**src/rtl/core/mcc_pkg.sv**
```systemverilog
// Shared types, constants and reset values for the color compositor.
package mcc_pkg;

    localparam int NUM_CHANNELS  = 4;
    localparam int SAMPLE_BITS   = 16;
    localparam int FRACTION_BITS = 16;
    localparam int LEVEL_BITS    = 16;
    localparam int SETUP_BITS    = 57;
    localparam int CFG_IDX_BITS  = 3;
    localparam int FRAC_W        = FRACTION_BITS + 1;
    localparam int QUOT_W        = FRACTION_BITS;
    localparam int DIFF_W        = LEVEL_BITS + 1;
    localparam int PROD_W        = FRAC_W + 8;
    localparam int SUM_W         = PROD_W + 3;

    localparam logic [CFG_IDX_BITS-1:0] REG_SINGLE = CFG_IDX_BITS'(NUM_CHANNELS);

    typedef struct packed {
        logic [15:0] sample_ch3;
        logic [15:0] sample_ch2;
        logic [15:0] sample_ch1;
        logic [15:0] sample_ch0;
    } in_word_t;

    typedef struct packed {
        logic [7:0] blue_out;
        logic [7:0] green_out;
        logic [7:0] red_out;
    } out_word_t;

    typedef struct packed {
        logic [CFG_IDX_BITS-1:0] index;
        logic [63:0]             data;
    } cfg_word_t;

    typedef struct packed {
        logic        enable;
        logic [7:0]  blue;
        logic [7:0]  green;
        logic [7:0]  red;
        logic [15:0] high;
        logic [15:0] low;
    } setup_t;

    // One divide stage's carried state for a channel.
    typedef struct packed {
        logic              zero;   // force fraction 0
        logic              one;    // force fraction 1.0
        logic [DIFF_W-1:0] rem;
        logic [DIFF_W-1:0] den;
        logic [QUOT_W-1:0] quot;
        logic [7:0]        red;
        logic [7:0]        green;
        logic [7:0]        blue;
    } div_t;

    function automatic setup_t setup_reset(input int k);
        setup_t s;
        s.enable = 1'b1;
        s.low    = 16'h0000;
        s.high   = 16'hFFFF;
        unique case (k % 6)
            0: begin s.red = 8'd255; s.green = 8'd255; s.blue = 8'd255; end
            1: begin s.red = 8'd0;   s.green = 8'd255; s.blue = 8'd0;   end
            2: begin s.red = 8'd255; s.green = 8'd0;   s.blue = 8'd255; end
            3: begin s.red = 8'd255; s.green = 8'd170; s.blue = 8'd0;   end
            4: begin s.red = 8'd0;   s.green = 8'd255; s.blue = 8'd255; end
            default: begin s.red = 8'd255; s.green = 8'd80; s.blue = 8'd80; end
        endcase
        return s;
    endfunction

endpackage

```
**src/rtl/core/mcc_divstep.sv**
```systemverilog
// Restoring divider steps: two quotient bits per pipeline stage.
module mcc_divstep (
    input  mcc_pkg::div_t d,
    output mcc_pkg::div_t q
);
    import mcc_pkg::*;

    logic [DIFF_W:0] t;
    div_t w;

    always_comb
    begin
        w = d;
        for (int i = 0; i < 2; i++)
        begin
            t = {w.rem, 1'b0};
            if (t >= {1'b0, w.den})
            begin
                w.rem  = DIFF_W'(t - {1'b0, w.den});
                w.quot = {w.quot[QUOT_W-2:0], 1'b1};
            end
            else
            begin
                w.rem  = t[DIFF_W-1:0];
                w.quot = {w.quot[QUOT_W-2:0], 1'b0};
            end
        end
        q = w;
    end

endmodule

```
**config.mk**
```make
export PLATFORM = sky130hd
export DESIGN_NAME = mcc_divstep
export DESIGN_NICKNAME = d
export VERILOG_FILES = /design/src/rtl/core/mcc_pkg.sv /design/src/rtl/core/mcc_divstep.sv
export SDC_FILE = /design/constraint.sdc
export NUM_CORES = 1
export LEC_CHECK = 0
export BUFFER_PORTS_ARGS = -buffer_cell sky130_fd_sc_hd__buf_2
export CORE_MARGIN = 10
export CORE_UTILIZATION = 47
export DETAILED_ROUTE_END_ITERATION = 7
export PLACE_DENSITY = 0.85
export RECOVER_POWER = 50
export SLEW_MARGIN = 10
export SYNTH_ARGS = -nofsm -noshare
export SYNTH_HDL_FRONTEND = slang
export SYNTH_SLANG_ARGS = --single-unit
```
**constraint.sdc**
```tcl
create_clock -name vclk -period 5.1
set_input_delay 0.255 -clock vclk [all_inputs]
set_output_delay 0.255 -clock vclk [all_outputs]
set_load 0.02 [all_outputs]
```
==> results.py <==
metrics = {
    "sta": {
        "hold_viol_final": 0,
        "fmax_mhz": 206,
        "setup_viol": 0,
        "tns_ns": 0,
        "period_minus_slack_ns": 4.86,
        "tightestPinTransition_ns": 0.570,
        "timing.final.crit_share": 0.953,
        "slew_viol_final": 0,
        "slew_headroom": 0.618,
    },
    "synthesis": {
        "ys_seq_area_frac": 0,
        "ys_warn_count": 0,
        "netlist_area_um2": 2600,
        "synth_cell_type_count": 58,
        "syn_inst": 349,
        "synth_nets": 459,
        "synth.avg_cell_area_um2": 7.44,
    },
    "final_layout": {
        "multiInputGateArea_um2": 2070,
        "regArea_um2": 0,
        "nets": 483,
        "final_util": 0.501,
        "final.clkbuf_count": 0,
        "area_growth_pct": 4.96,
        "layout_commonest_cell": "buf_2",
        "fin_area_um2": 2730,
        "layout_common_cells": "buf_2, ha_1, inv_1, nor2_1, xnor2_1",
        "n_antenna_cell": 0,
        "seq_cells": 0,
        "fill_cells": 533,
        "fin_cells": 443,
        "drive_gt1_frac": 0.294,
    },
    "detailed_routing": {
        "ant_nets": 0,
        "wl_per_cell_um": 16.0,
        "first_pass_iters": 4,
        "routed_wl_mm": 7.10,
        "vias": 2544,
        "drtIter0Drc": 211,
        "drcViolationCount": 0,
        "via_per_inst": 5.74,
    },
    "power": {
        "internal_power_uw": 354,
        "powerDensity_nw_per_um2": 304,
        "seq_power_share": 0,
        "clkPwrFrac": 0,
        "switchingPower_uw": 474,
        "ir_drop_mv": 0.192,
        "switching_share": 0.573,
        "total_power_uw": 827,
        "combPwrFrac": 1.000,
        "power.leakage_nw": 1.37,
    },
    "critical_path": {
        "worst-path-stages": 18,
        "crit_chain": "buf_2, inv_1, ha_1, a21o_1, a211o_1, a311oi_2, o21ai_2, nand2_4, mux2_2, ha_1, a211oi_2, o21a_1, o221ai_1, a21o_1, a221o_1, buf_4, mux2_1, buf_2",
        "crit_path_end_kind": "output port",
        "cp_max_fo": 11,
        "worstPathRequired_ns": 4.85,
        "path_buf_inv": 4,
        "path_delay_family": "compound AO/OA/AOI/OAI gates",
        "critPathLaunchType": "primary input",
        "arrival_ns": 4.61,
        "cp_slowest_cell": "ha_1",
        "critical-path-max-stage-delay_ns": 0.36,
        "crit_type": "in -> out",
    },
    "place": {
        "gp_congestion": 0.950,
        "dpl_cell_area_um2": 2660,
        "dp.final_hpwl_mm": 6.04,
        "port_buffers": 70,
        "dp_cells": 441,
    },
    "min_path": {
        "hold_path.class": "in -> out",
        "holdPathStages": 0,
    },
    "die": {
        "die_area_um2": 8900,
        "die_w_um": 94.3,
        "core.rowCount": 27,
        "die_height_um": 94.3,
        "core_um2": 5440,
        "ioPinCount": 152,
        "initial_core_util": 0.477,
    },
    "global_routing": {
        "track_usage": 0.151,
        "grt_first_pass_wirelength_mm": 11.6,
        "antenna_found_initial": 0,
        "grt-ovfl-total": 0,
        "first_global_vias": 2653,
        "grt_max_degree": 12,
    },
    "job": {
        "drv_cap": 0,
    },
    "clock_network": {
        "holdBufCountCts": 0,
    },
    "status": {
        "status": "finished clean",
    },
}
## power by group through the flow
stage | clock, mW | combinational [mW] | sequential, mW
2_1_floorplan | 0 | 0.649 | 0
3_3_place_gp | 0 | 0.786 | 0
3_5_place_dp | 0 | 0.807 | 0
4_1_cts | 0 | 0.811 | 0
5_1_grt | 0 | 0.908 | 0
6_report | 0 | 0.827 | 0
## cell type report
class | instances | area share
multi-input combinational | 257 | 0.759
inverter | 31 | 0.0436
timing repair buffer | 83 | 0.164
tap | 72 | 0.0331
## final timing paths
path,startpoint,to,slack [ns]
setup / recovery,d[55],q[64],0.24
hold / removal,d[23],q[23],0.51
## timing repair
item                                   CTS  global route
setup buffers                            0             2
endpoints found under the hold margin    0             0
gates resized for setup                  0            14
setup endpoints to repair                0            17
## cells in the mapped netlist (3+ instances only)
master     n  area share
a21o_1    10       0.029
and4_1     3       0.010
buf_4     57        0.16
a311oi_1   4       0.013
mux2_4     5       0.029
nand3_1    9       0.017
o211ai_1   5       0.014
a21oi_1   15       0.029
ha_1      33        0.16
nor3_1     8       0.015
xor2_1     5       0.017
nor2b_1    8       0.019
nor2_1    20       0.029
a31oi_1    5       0.012
a211oi_1   4       0.012
o21a_1    10       0.029
mux2_1     8       0.035
mux2_2     6       0.026
inv_1     30       0.043
nand2_1    9       0.013
o31ai_1    5       0.014
xnor2_1   17       0.057
or3_1      3      0.0072
o21ai_0   16       0.031
o31a_1     3       0.010
mux2i_1    5       0.019
nand2b_1   3      0.0072
## per-stage QoR
stage | setup slack, ns | hold WS (ns)
final | 0.239 | 0.510
after global routing | -0.0418 | 0.510
after CTS | 0.0801 | 0.510
after detailed placement | 0.0925 | 0.510
after global placement | 0.177 | 0.510
after floorplan | 0.467 | 0.623
## metal layers
layer,vias up,share of wire,GRT usage
met2,79,0.49,0.278
li1,1262,-,-
met1,1190,0.45,0.182
met5,-,0,0
met3,13,0.050,0.0200
met4,0,0.017,0.0278
## cells by family (layout without fill, tap and decap cells)
group	Yosys count	after routing	synth area share
AOI/OAI and AO/OA	101	101	0.274
muxes	24	24	0.109
and+or+nand+nor	76	76	0.155
adders and majority gates	34	34	0.167
xor gates and xnor gates	22	22	0.0742
buffers and inverters	92	114	0.221
No activity file was read; power rests on OpenSTA's default activity.
