### src/rtl/core/mcc_pkg.sv
// Shared types, constants and reset values for the color compositor.
package mcc_pkg;

    localparam int NUM_CHANNELS  = 4;
    localparam int SAMPLE_BITS   = 16;
    localparam int FRACTION_BITS = 16;
    localparam int LEVEL_BITS    = 16;
    localparam int SETUP_BITS    = 57;
    localparam int CFG_IDX_BITS  = 3;
    localparam int FRAC_W        = FRACTION_BITS + 1;
    localparam int QUOT_W        = FRACTION_BITS;
    localparam int DIFF_W        = LEVEL_BITS + 1;
    localparam int PROD_W        = FRAC_W + 8;
    localparam int SUM_W         = PROD_W + 3;

    localparam logic [CFG_IDX_BITS-1:0] REG_SINGLE = CFG_IDX_BITS'(NUM_CHANNELS);

    typedef struct packed {
        logic [15:0] sample_ch3;
        logic [15:0] sample_ch2;
        logic [15:0] sample_ch1;
        logic [15:0] sample_ch0;
    } in_word_t;

    typedef struct packed {
        logic [7:0] blue_out;
        logic [7:0] green_out;
        logic [7:0] red_out;
    } out_word_t;

    typedef struct packed {
        logic [CFG_IDX_BITS-1:0] index;
        logic [63:0]             data;
    } cfg_word_t;

    typedef struct packed {
        logic        enable;
        logic [7:0]  blue;
        logic [7:0]  green;
        logic [7:0]  red;
        logic [15:0] high;
        logic [15:0] low;
    } setup_t;

    // One divide stage's carried state for a channel.
    typedef struct packed {
        logic              zero;   // force fraction 0
        logic              one;    // force fraction 1.0
        logic [DIFF_W-1:0] rem;
        logic [DIFF_W-1:0] den;
        logic [QUOT_W-1:0] quot;
        logic [7:0]        red;
        logic [7:0]        green;
        logic [7:0]        blue;
    } div_t;

    function automatic setup_t setup_reset(input int k);
        setup_t s;
        s.enable = 1'b1;
        s.low    = 16'h0000;
        s.high   = 16'hFFFF;
        unique case (k % 6)
            0: begin s.red = 8'd255; s.green = 8'd255; s.blue = 8'd255; end
            1: begin s.red = 8'd0;   s.green = 8'd255; s.blue = 8'd0;   end
            2: begin s.red = 8'd255; s.green = 8'd0;   s.blue = 8'd255; end
            3: begin s.red = 8'd255; s.green = 8'd170; s.blue = 8'd0;   end
            4: begin s.red = 8'd0;   s.green = 8'd255; s.blue = 8'd255; end
            default: begin s.red = 8'd255; s.green = 8'd80; s.blue = 8'd80; end
        endcase
        return s;
    endfunction

endpackage

### src/rtl/core/mcc_window.sv
// Window setup stage: differences, clamps and divider seed per channel.
module mcc_window (
    input  mcc_pkg::setup_t               setup,
    input  logic                          single,
    input  logic [mcc_pkg::SAMPLE_BITS-1:0] sample,
    input  logic [mcc_pkg::SAMPLE_BITS-1:0] sample0,
    output mcc_pkg::div_t                 seed
);
    import mcc_pkg::*;

    logic [SAMPLE_BITS-1:0] s;
    logic signed [SAMPLE_BITS+1:0] num;
    logic signed [SAMPLE_BITS+1:0] den;
    logic signed [SAMPLE_BITS+1:0] num_a;
    logic signed [SAMPLE_BITS+1:0] den_a;

    always_comb
    begin
        s   = single ? sample0 : sample;
        num = $signed({2'b00, s}) - $signed({2'b00, setup.low});
        den = $signed({2'b00, setup.high}) - $signed({2'b00, setup.low});
        num_a = den[SAMPLE_BITS+1] ? -num : num;
        den_a = den[SAMPLE_BITS+1] ? -den : den;
        seed.zero  = !setup.enable || (den == '0) || num_a[SAMPLE_BITS+1] || (num_a == '0);
        seed.one   = !seed.zero && (num_a >= den_a);
        seed.rem   = num_a[DIFF_W-1:0];
        seed.den   = den_a[DIFF_W-1:0];
        seed.quot  = '0;
        seed.red   = setup.red;
        seed.green = setup.green;
        seed.blue  = setup.blue;
    end

endmodule

### config.mk
export PLATFORM = sky130hd
export DESIGN_NAME = mcc_window
export DESIGN_NICKNAME = d
export VERILOG_FILES = /design/src/rtl/core/mcc_pkg.sv /design/src/rtl/core/mcc_window.sv
export SDC_FILE = /design/constraint.sdc
export NUM_CORES = 1
export LEC_CHECK = 0
export BUFFER_PORTS_ARGS = -buffer_cell sky130_fd_sc_hd__buf_2
export CAP_MARGIN = 20
export CELL_PAD_IN_SITES_DETAIL_PLACEMENT = 2
export CELL_PAD_IN_SITES_GLOBAL_PLACEMENT = 2
export CORE_MARGIN = 1
export CORE_UTILIZATION = 26
export DETAILED_ROUTE_END_ITERATION = 10
export GPL_ROUTABILITY_DRIVEN = 0
export PLACE_DENSITY_LB_ADDON = 0.1
export SYNTH_ARGS = -nofsm -noshare
export SYNTH_HDL_FRONTEND = slang
export SYNTH_SLANG_ARGS = --single-unit
### constraint.sdc
create_clock -name vclk -period 7.52
set_clock_uncertainty 0.2 [all_clocks]
set_input_delay 0.752 -clock vclk [all_inputs]
set_output_delay 0.752 -clock vclk [all_outputs]
set_load 0.02 [all_outputs]
==> flow_summary.toml, run 1 <==
[run_status]
status = "finished clean"

[finish]
antennaDiodeCount = 0
final_cells = 763
seq_area_sq_um = 0
seq_cells = 0
finalInstanceArea_sq_um = 4210
drive_gt1_frac = 0.230
multiInputGateArea_sq_um = 3290
clockBufferCount = 0
num-fill-cells = 1703
area_growth_pct = 11.5
finalNetCount = 729

[sta]
hold_slack_ps = 1300
setup_tns_ps = 0
rsz0062_at_grt = "no"
worstMarginPinSlew_ps = 856
fin_crit_sh = 0.883
maxSlewHeadroom = 0.425
hold_viol = 0
finalWorstSetupSlack_ps = 880
drv_slew = 0
max_clock_freq_ghz = 0.151
finalCriticalPeriod_ps = 6640
setup_viol_count_final = 0

[route]
ant_nets = 0
routed_via_density = 5.20
wl_per_cell_microns = 17.8
drt_wl_total_microns = 13600
drt_iter0_drc = 144
vias = 3966
drcViolationCount = 0
first_pass_iters = 4

[synthesis]
synth.most_common_cell = "ha_1"
synthTopCellsByCount = "ha_1, inv_1, buf_4, xnor2_1, nor2_1"
yosys_warnings = 0
synth_seq_area_share = 0
syn_area_sq_um = 3770
netlist_instances = 523
postSynthAreaPerCell_sq_um = 7.22
yosys.area.top_type = "ha_1"
yosysTopAreaCellShare = 0.172
synthTopCellsByArea = "ha_1, xnor2_1, buf_4"
yosysUniqueCellTypes = 72

[power]
leakagePower_nw = 2.08
pwr_density_cell_nw_per_um2 = 176
ir_drop_mv = 0.0415

[global_routing]
grt_overflow_total = 0
grt_pass1_wl_microns = 21700
gr-usage-all-layers = 0.182
antenna_found_initial = 0
grt_max_degree = 18
grt_pass1_vias = 4171

[floorplanning]
core_sq_um = 14000
rows = 43
ios = 166
die_h_microns = 122
dieArea_sq_um = 15000
initial_core_util = 0.269
die_w_microns = 122

[placed_design]
place_area_sq_um = 4210
port_buffers = 102
dp_slack_ps = 842
dp.cells = 763
dp_hpwl_microns = 12200

[clocking]
post_cts_buffers = 0
cts_resized = 0
hold_buffers = 0

[flow_run]
drv_cap = 0

[critical_path]
worstSetupPathType = "primary input to output port"
path_max_fanout = 16
cp.arrival_ps = 5690
required_ps = 6570
worst_setup_path_start_kind = "primary input"
crit_path_end_kind = "output port"

[worst_hold_path]
min_path_type = "primary input to output port"
-- final timing paths --
| kind | startpoint | endpoint | slack, ps | depth (start not counted) |
|---|---|---|---|---|
| worst max-delay path | single | seed[74] | 880 | 22 |
| worst min-delay path | setup[48] | seed[0] | 1300 | 0 |
-- placed cells by master, fill, tap and decap left out, drive strengths merged, types with 11 or more instances in the layout --
cell | netlist | routed
mux2 | 15 | 15
inv | 45 | 45
ha | 52 | 52
nor2 | 30 | 30
xor2 | 20 | 20
a21oi | 28 | 28
buf | 43 | 104
xnor2 | 36 | 36
nand2 | 28 | 28
a21o | 26 | 26
conb | 2 | 17
o21ai | 20 | 20
nand4 | 11 | 11
-- layer usage --
layer	vias up	wire [microns]	GRT usage
li1	1955	-	-
met1	1928	6710	0.252
met2	81	6470	0.327
met3	2	384	0.00558
met4	0	15	0.00534
met5	-	0	0
-- area by class of cell --
| class | instances | share of cell area |
|---|---|---|
| Tap cell | 180 | 0.0535 |
| Timing Repair Buffer | 104 | 0.125 |
| Multi-Input combinational cell | 434 | 0.781 |
| Inverter | 45 | 0.0402 |
-- per-stage QoR --
| stage | util | power, mW |
|---|---|---|
| 2_1_floorplan | - | 0.546 |
| 3_3_place_gp | 0.300 | 0.729 |
| 3_5_place_dp | 0.300 | 0.751 |
| 4_1_cts | 0.300 | 0.754 |
| 5_1_grt | 0.300 | 0.824 |
| 6_report | 0.300 | 0.742 |
-- power by group --
group	total, mW	switching, mW	internal, mW
sequential	0	0	0
clock	0	0	0
combinational	0.742	0.465	0.277
total	0.742	0.465	0.277
-- logic make-up after synthesis --
logic type | count (synthesis) | synth area share
AOI/OAI and AO/OA | 143 | 0.266
muxes | 21 | 0.0607
buffers and inverters | 104 | 0.144
adders and majority gates | 54 | 0.183
other | 2 | 0.00199
and+or+nand+nor | 143 | 0.212
xor gates and xnor gates | 56 | 0.132
-- worst max-delay path, cell delays in order --
cell      delay (ps)
buf_2            380
mux2i_1          170
ha_1             250
fa_1             410
nand2b_1         180
a211oi_1         510
o21ai_0          280
a221o_1          370
a221oi_1         400
nand4_1          160
nor3b_1          180
or2_2            310
ha_1             310
nand4_1          100
nand2b_1         170
nor3_1           140
a31oi_1          110
nand2_1           70
nor2_1            40
nor2_1           100
and3_1           150
buf_2            150
Power figures use the tool's default switching activity.
==> inputs of run 2 (changes only) <==
--- a/config.mk
+++ b/config.mk
@@ -5,12 +5,13 @@
 export SDC_FILE = /design/constraint.sdc
 export NUM_CORES = 1
 export LEC_CHECK = 0
+export ABC_AREA = 1
 export BUFFER_PORTS_ARGS = -buffer_cell sky130_fd_sc_hd__buf_2
 export CAP_MARGIN = 20
 export CELL_PAD_IN_SITES_DETAIL_PLACEMENT = 2
 export CELL_PAD_IN_SITES_GLOBAL_PLACEMENT = 2
 export CORE_MARGIN = 1
-export CORE_UTILIZATION = 26
+export CORE_UTILIZATION = 25
 export DETAILED_ROUTE_END_ITERATION = 10
 export GPL_ROUTABILITY_DRIVEN = 0
 export PLACE_DENSITY_LB_ADDON = 0.1
==> run 2 against run 1 <==
Net effect: critical path depth increased by 3; synthesized cell count grew 38%; routed wire length up 19%; design area is 9.6% higher; final cell count rose by 32%; critical path type unchanged; critical endpoint unchanged; largest cell class unchanged.
==> flow_summary.toml, run 2 <==
[synthesis]
yosysTopAreaCellShare = 0.181
synthTopCellsByArea = "nand2_1, ha_1, inv_1"
synthTopCellsByCount = "nand2_1, inv_1, nand3_1, nor2_1, ha_1"
synth_seq_area_share = 0
postSynthAreaPerCell_sq_um = 5.70
syn_area_sq_um = 4120
synth.most_common_cell = "nand2_1"
yosysUniqueCellTypes = 40
yosys_warnings = 0
netlist_instances = 723
yosys.area.top_type = "nand2_1"

[sta]
fin_crit_sh = 0.809
drv_slew = 0
rsz0062_at_grt = "no"
finalCriticalPeriod_ps = 6080
setup_tns_ps = 0
setup_viol_count_final = 0
max_clock_freq_ghz = 0.164
worstMarginPinSlew_ps = 893
maxSlewHeadroom = 0.405
hold_viol = 0

[floorplanning]
rows = 46
dieArea_sq_um = 17000
initial_core_util = 0.257
ios = 166
die_w_microns = 130
core_sq_um = 16000
die_h_microns = 130

[placed_design]
port_buffers = 102
place_area_sq_um = 4610
dp_hpwl_microns = 14900

[global_routing]
grt_pass1_vias = 4954
grt_pass1_wl_microns = 25200
grt_overflow_total = 0
grt_max_degree = 24
antenna_found_initial = 0
gr-usage-all-layers = 0.190

[power]
leakagePower_nw = 2.70
ir_drop_mv = 0.0482
p_total_mw = 0.736
pwr_density_cell_nw_per_um2 = 160

[route]
drt_iter0_drc = 116
drcViolationCount = 0
first_pass_iters = 4
drt_wl_total_microns = 16200
routed_via_density = 4.61
ant_nets = 0
vias = 4649
wl_per_cell_microns = 16.1

[finish]
seq_cells = 0
num-fill-cells = 2095
final_cell_mix = "nand2_1, inv_1, buf_2"
antennaDiodeCount = 0
finalNetCount = 938
final_common_cell = "nand2_1"
area_growth_pct = 11.9
finalInstanceArea_sq_um = 4610
drive_gt1_frac = 0.216
seq_area_sq_um = 0
clockBufferCount = 0

[clocking]
post_cts_buffers = 0
cts_resized = 0
hold_buffers = 0

[flow_run]
drv_cap = 0

[critical_path]
worst_setup_path_start_kind = "primary input"
crit_path_start = "setup[16]"
required_ps = 6570
slowest_delay_ps = 700
path_max_fanout = 23
cp_top_family = "compound AO/OA/AOI/OAI gates"
cpMostUsedCell = "nand2_1"
critical_path_buf_inv_count = 6
cp_slowest_cell = "a21oi_2"
crit_path_end_kind = "output port"
worstSetupPathType = "primary input to output port"
cp.arrival_ps = 5130

[worst_hold_path]
min_path_type = "primary input to output port"
worstHoldStart = "setup[48]"

[run_status]
status = "finished clean"
run 2: cell type report:
type	instances	area (sq um)	area share
Multi-Input combinational cell	566	3360	0.729
Timing Repair Buffer	103	518	0.112
Tap cell	216	270	0.0586
Inverter	123	462	0.100
run 2: worst paths after layout:
kind                        to  depth (start not counted)  slack [ps]
worst max-delay path  seed[74]                         25        1440
worst min-delay path   seed[0]                          0        1300
run 2: per-layer routing:
metal / wire length [microns] / global-route usage / part of all wire
met3: 313 / 0.00246 / 0.019
met2: 7990 / 0.361 / 0.49
met1: 7810 / 0.249 / 0.48
met4: 70 / 0.00879 / 0.0043
met5: 0 / 0 / 0
run 2: where the power goes:
part           switching [mW]  internal, mW  total [mW]
clock network               0             0           0
registers                   0             0           0
logic                   0.491         0.245       0.736
run 2: kinds of logic after synthesis:
group / synth area share
mux: 0.0407
fa+ha+maj: 0.168
compound gates: 0.0911
xor+xnor: 0.0863
other cells: 0.00182
buf+inv: 0.198
simple gates: 0.415
run 2: per-stage QoR:
step           instances  hold slack [ps]   util  worst slack (ps)
2_1_floorplan        738             1420      -              2060
3_3_place_gp        1008             1300  0.288              1370
3_5_place_dp        1008             1300  0.288              1290
4_1_cts             1008             1300  0.288              1270
5_1_grt             1008             1300  0.288               888
6_report            1008             1300  0.288              1440
